$ cat src/rtl/mdhc_pkg.sv
`timescale 1ns / 1ps
// ----------------------------------------------------------------------------
// mdhc_pkg
// shared types and codes of the magazine depot handle cache
// ----------------------------------------------------------------------------
package mdhc_pkg;

    typedef enum logic [1:0] {
        ST_ALLOC_HIT    = 2'd0,
        ST_ALLOC_MISS   = 2'd1,
        ST_FREE_ABSORB  = 2'd2,
        ST_FREE_REFUSE  = 2'd3
    } status_t;

    typedef enum logic [2:0] {
        S_IDLE,
        S_DECIDE,
        S_READ,
        S_DONE
    } fsm_state_t;

    // action chosen by the datapath for one pass
    typedef enum logic [2:0] {
        ACT_POP,
        ACT_PUSH,
        ACT_SWAP,
        ACT_DEPOT,
        ACT_CREATE,
        ACT_FAIL
    } action_t;

    typedef struct packed {
        logic start;    // latch request and update counters
        logic step;     // apply the chosen action
        logic finish;   // result taken: clear the output valid
    } cmd_t;

    typedef struct packed {
        action_t action;
        logic    pass_last;
    } stat_t;

    localparam int unsigned MAX_PASSES = 4;

endpackage

$ cat src/rtl/mdhc_ctrl.sv
`timescale 1ns / 1ps
// ----------------------------------------------------------------------------
// mdhc_ctrl
// request sequencer: one decision pass per cycle, then slot read, then result
// ----------------------------------------------------------------------------
module mdhc_ctrl
    import mdhc_pkg::*;
(
    input  logic  clk,
    input  logic  rst_n,
    input  logic  in_valid,
    output logic  in_stall,
    input  logic  out_free,
    output cmd_t  cmd,
    input  stat_t stat
);

    fsm_state_t state_reg, state_next;

    always_ff @(posedge clk or negedge rst_n)
    begin
        if (!rst_n)
        begin
            state_reg <= S_IDLE;
        end
        else
        begin
            state_reg <= state_next;
        end
    end

    always_comb
    begin
        state_next = state_reg;
        unique case (state_reg)
            S_IDLE:
            begin
                if (in_valid)
                begin
                    state_next = S_DECIDE;
                end
            end
            S_DECIDE:
            begin
                if (stat.action == ACT_POP)
                begin
                    state_next = S_READ;
                end
                else if (stat.action == ACT_PUSH || stat.action == ACT_FAIL
                         || stat.pass_last)
                begin
                    state_next = S_DONE;
                end
            end
            S_READ:
            begin
                state_next = S_DONE;
            end
            S_DONE:
            begin
                if (out_free)
                begin
                    state_next = S_IDLE;
                end
            end
            default:
            begin
                state_next = S_IDLE;
            end
        endcase
    end

    always_comb
    begin
        in_stall   = (state_reg != S_IDLE);
        cmd.start  = (state_reg == S_IDLE) && in_valid;
        cmd.step   = (state_reg == S_DECIDE);
        cmd.finish = (state_reg == S_DONE) && out_free;
    end

endmodule

$ cat config.mk
export PLATFORM = sky130hd
export DESIGN_NAME = mdhc_ctrl
export DESIGN_NICKNAME = d
export VERILOG_FILES = /design/src/rtl/mdhc_pkg.sv /design/src/rtl/mdhc_ctrl.sv
export SDC_FILE = /design/constraint.sdc
export NUM_CORES = 1
export LEC_CHECK = 0
export CAP_MARGIN = 20
export CORE_AREA = 2 2 39 41
export DETAILED_ROUTE_END_ITERATION = 8
export DIE_AREA = 0 0 41 43
export DONT_BUFFER_PORTS = 1
export PLACE_DENSITY = 0.36
export SYNTH_ARGS = -nofsm -noshare
export SYNTH_HDL_FRONTEND = slang
export SYNTH_SLANG_ARGS = --single-unit
$ cat constraint.sdc
create_clock -name clk -period 3.7 [get_ports clk]
set_input_delay 0.37 -clock clk [delete_from_list [all_inputs] [get_ports clk]]
set_output_delay 0.37 -clock clk [all_outputs]
set_load 0.01 [all_outputs]
## Word-level counts from Yosys, hierarchy flattened

Index checks and enable logic that the tools add are counted.

| word-level totals | value |
|---|---|
| register bits after elaboration | 3 |
| input port bits | 8 |
| word-level logic and storage cells | 22 |

| operators by class | value |
|---|---|
| eq/ne operators | 8 |
| multiplexer cells | 5 |
| reduce and logical (&&, ||, !) cells | 8 |

Operators by type and width:

| cell | count |
|---|---|
| two-way mux 3 bit | 4 |
| case mux 3 bit (4 select lines) | 1 |
| == test 3 x 1 -> 1 bit (second input constant) | 2 |
| == test 3 x 2 -> 1 bit (second input constant) | 2 |
| logical NOT 3 bit | 2 |
| inequality test 2 bit (second input constant) | 2 |
| == test 3 bit (second input constant) | 1 |
| inequality test 3 x 1 -> 1 bit (second input constant) | 1 |
| AND reduction 3 bit | 1 |
| nonzero test 3 bit | 1 |
| logical AND 1 bit | 2 |
| logical OR 1 bit | 2 |

## Logic depth before layout (Yosys ltp)

| logic depth | value |
|---|---|
| depth in word-level cells | 6 |
| mapped depth | 6 |
| gate-level depth less buffers | 6 |

## Worst setup path before layout

OpenSTA, ideal clock, no wires.

| timing | value |
|---|---|
| path kind | flip-flop to flip-flop |
| start point | reg state_reg[0] |
| end point | reg state_reg[0] |
| setup time | 0.128 ns |
| data arrival time | 1.349 ns |
| required time | 3.572 ns |
| setup slack | 2.222 ns |
| stages on the path, launching flop included | 6 |
| path buffers | 0 |
| period minus slack after synthesis | 1.478 ns |
| path through | dfrtp_1 > inv_1 > ha_1 > or4_1 > o21ai_1 > mux2i_1 |

| on the way | value |
|---|---|
| cells in the longest elaborated chain, start to end | 3 |

Ends and longest elaborated chain:

| element | RTL line | text |
|---|---|---|
| start, declared | mdhc_ctrl.sv:18 | `fsm_state_t state_reg, state_next;` |
| start signal, assigned | mdhc_ctrl.sv:28 | `state_reg <= state_next;` |
| == test 3 x 1 -> 1 bit, or another cell as far along | mdhc_ctrl.sv:35 | `unique case (state_reg)` |
| inequality test 3 x 1 -> 1 bit (no source line) / inequality test 2 bit (equally long branches) | n/a |  |
| AND reduction 3 bit (no source line) | n/a |  |

Parallel ways exist; a longest one is shown, timed or not.
A chain may end at the register's enable or synchronous reset.

## Worst setup path after layout

Ends and elaborated chain as after synthesis.

==> out/qor.csv <==
stage,metric,value,unit
outcome,status,"complete, no violations",
setup_path,crit_arrival,1.69,ns
drt,wirelength,441,um
clock_tree,post_cts_buffers,0,
cells_and_area,syn2layout_area_growth,24.3,%
sta,worst_slew_pin_slew,0.221,ns
flow_run,drv_cap,0,
synthesis,syn-cell-area,216,um2
sta,fin_hold_ws,0.377,ns
floorplanning,placementRows,14,
drt,drtIter0Drc,1,
place,io_buffers,0,
floorplanning,fp.dieW,41,um
sta,setup_viol,0,
cells_and_area,fin_area,269,um2
sta,setup_tns,0,ns
sta,hold_viol,0,
setup_path,start_kind,flip-flop,
floorplanning,die_h,43,um
pwr,power,0.220,mW
cells_and_area,final_cell_mix,"ha_1, inv_1, clkbuf_4",
clock_tree,insertion_delay,0.22,ns
pwr,p_leak,0.124,nW
sta,period_needed,1.60,ns
min_path,hp-class,in2async,
setup_path,crit_type,reg2reg,
cells_and_area,final_cell_count_no_fill,43,
clock_tree,cts_repair_resize_count,0,
place,pre_cts_slack,2.09,ns
floorplanning,io_pins,12,
sta,rsz0062_at_grt,no,
place,place_hpwl,363,um
cells_and_area,antenna_cells,0,
clock_tree,clock_path_buffers,2,
clock_tree,numCtsBuffers,3,
global_route,gr-usage-all-layers,6.22,%
sta,fin_skew,0.00179,ns
clock_tree,cts.clk_slew.worst_paths,0.03,ns
drt,remaining_drc_errors,0,
global_route,grt_max_degree,6,
pwr,cellPowerDensity,816,nW/um2
clock_tree,cts_tree,done,
synthesis,syn_avg_cell_area,9.41,um2
cells_and_area,fin_nets,42,
clock_tree,cts.sinks,2,
clock_tree,root_buffer,clkbuf_4,
drt,wire_per_inst,10.3,um
floorplanning,coreArea,1380,um2
sta,period_share,43.2,%
drt,vias,172,
drt,drtAntennaViolNets,0,
sta,worst_slack,2.10,ns
place,gp_congestion,0.538,
setup_path,endpoint_kind,flip-flop,
sta,relSlewSlack,85.3,%
sta,finalMaxSlewViolations,0,
drt,dr.pass1.iters,2,
synthesis,ys_ff_latch,2,
place,dpl_cell_area,236,um2
synthesis,synth_nets,36,
synthesis,synth_cells,23,
global_route,grt_pass1_vias,196,
synthesis,yosysWarnings,0,
clock_tree,cts_max_level,1,
sta,fmax,626,MHz
setup_path,crit_fanout,4,
cells_and_area,drive_gt1_share,22.2,%
drt,via_per_inst,4.00,
setup_path,required,3.79,ns
global_route,grt_first_pass_wirelength,669,um
pwr,peakVddDrop,0.272,mV
cells_and_area,final_common_cell,ha_1,
cells_and_area,largest_reg_flops,2,
global_route,antenna_found_initial,0,
place,dp_cells,39,
cells_and_area,final_util,19.4,%
global_route,gr-total-overflow,0,
floorplanning,die_area,1760,um2
setup_path,r2r_cells,5,
synthesis,seq_area_frac_synth,23.1,%
floorplanning,initial_core_util,15.6,%
synthesis,ys_types,13,
-- report_power, final --
group	switching, mW	total, mW	internal, mW
clock network	0.0126	0.0484	0.0358
logic	0.0664	0.122	0.0561
registers	0.0140	0.0488	0.0348
-- what timing repair did --
item | in CTS | in global routing
hold buffers | 1 | 0
endpoints found under the hold margin | 2 | 0
setup endpoints to repair | 0 | 0
-- cell families (layout without fill, tap and decap cells) --
group	Yosys count	after routing	share of synthesized area, %
AOI/OAI and AO/OA	3	3	11.6
adders and majority gates	5	5	28.9
buffers and inverters	4	8	6.93
DFF	2	2	23.1
muxes	2	2	9.83
and+or+nand+nor	7	7	19.7
-- final cells by class --
| class | count | area [um2] |
|---|---|---|
| repair buffers | 1 | 10.0 |
| flip-flops and latches | 2 | 50.0 |
| well taps | 16 | 20.0 |
| inverters | 4 | 15.0 |
| fillers | 154 | 1110 |
| multi-input cells | 17 | 151 |
| clock buffers | 3 | 22.5 |
-- metal layers --
metal	track usage (%)	up-vias	wire length (um)	share of wire, %
met3	1.57	0	73	17
li1	-	85	-	-
met2	9.38	12	204	46
met4	8.00	0	0	0
met5	0	-	0	0
met1	5.47	75	162	37
-- cells in the mapped netlist --
cell type	count	share of area, %
o21ai_1	2	4.6
and2_2	1	3.5
and2_1	1	2.9
inv_1	4	6.9
nor2_1	1	1.7
mux2_2	1	5.2
nor3_1	1	2.3
or4_1	1	3.5
mux2i_1	1	4.6
dfrtp_1	2	23
ha_1	5	29
o221ai_2	1	6.9
nor2b_1	2	5.8
-- path summary, 6_finish.rpt --
kind                                            end  slack (ns)                      from
min                        state_reg[1]$_DFFE_PN0P_        0.38                     rst_n
min reg2reg                state_reg[1]$_DFFE_PN0P_        0.61  state_reg[1]$_DFFE_PN0P_
max                        state_reg[0]$_DFFE_PN0P_        2.10  state_reg[0]$_DFFE_PN0P_
max reg2reg                state_reg[0]$_DFFE_PN0P_        2.10  state_reg[0]$_DFFE_PN0P_
min in group clk           state_reg[0]$_DFFE_PN0P_        0.39                   stat[1]
max in group asynchronous  state_reg[0]$_DFFE_PN0P_        3.20                     rst_n
-- critical path: stages, from the launching register on --
cell	delay, ns
dfrtp_1	0.39
inv_1	0.09
ha_1	0.24
or4_1	0.52
o21ai_1	0.14
mux2i_1	0.09
Note: power is estimated with default switching activity, not from simulation.
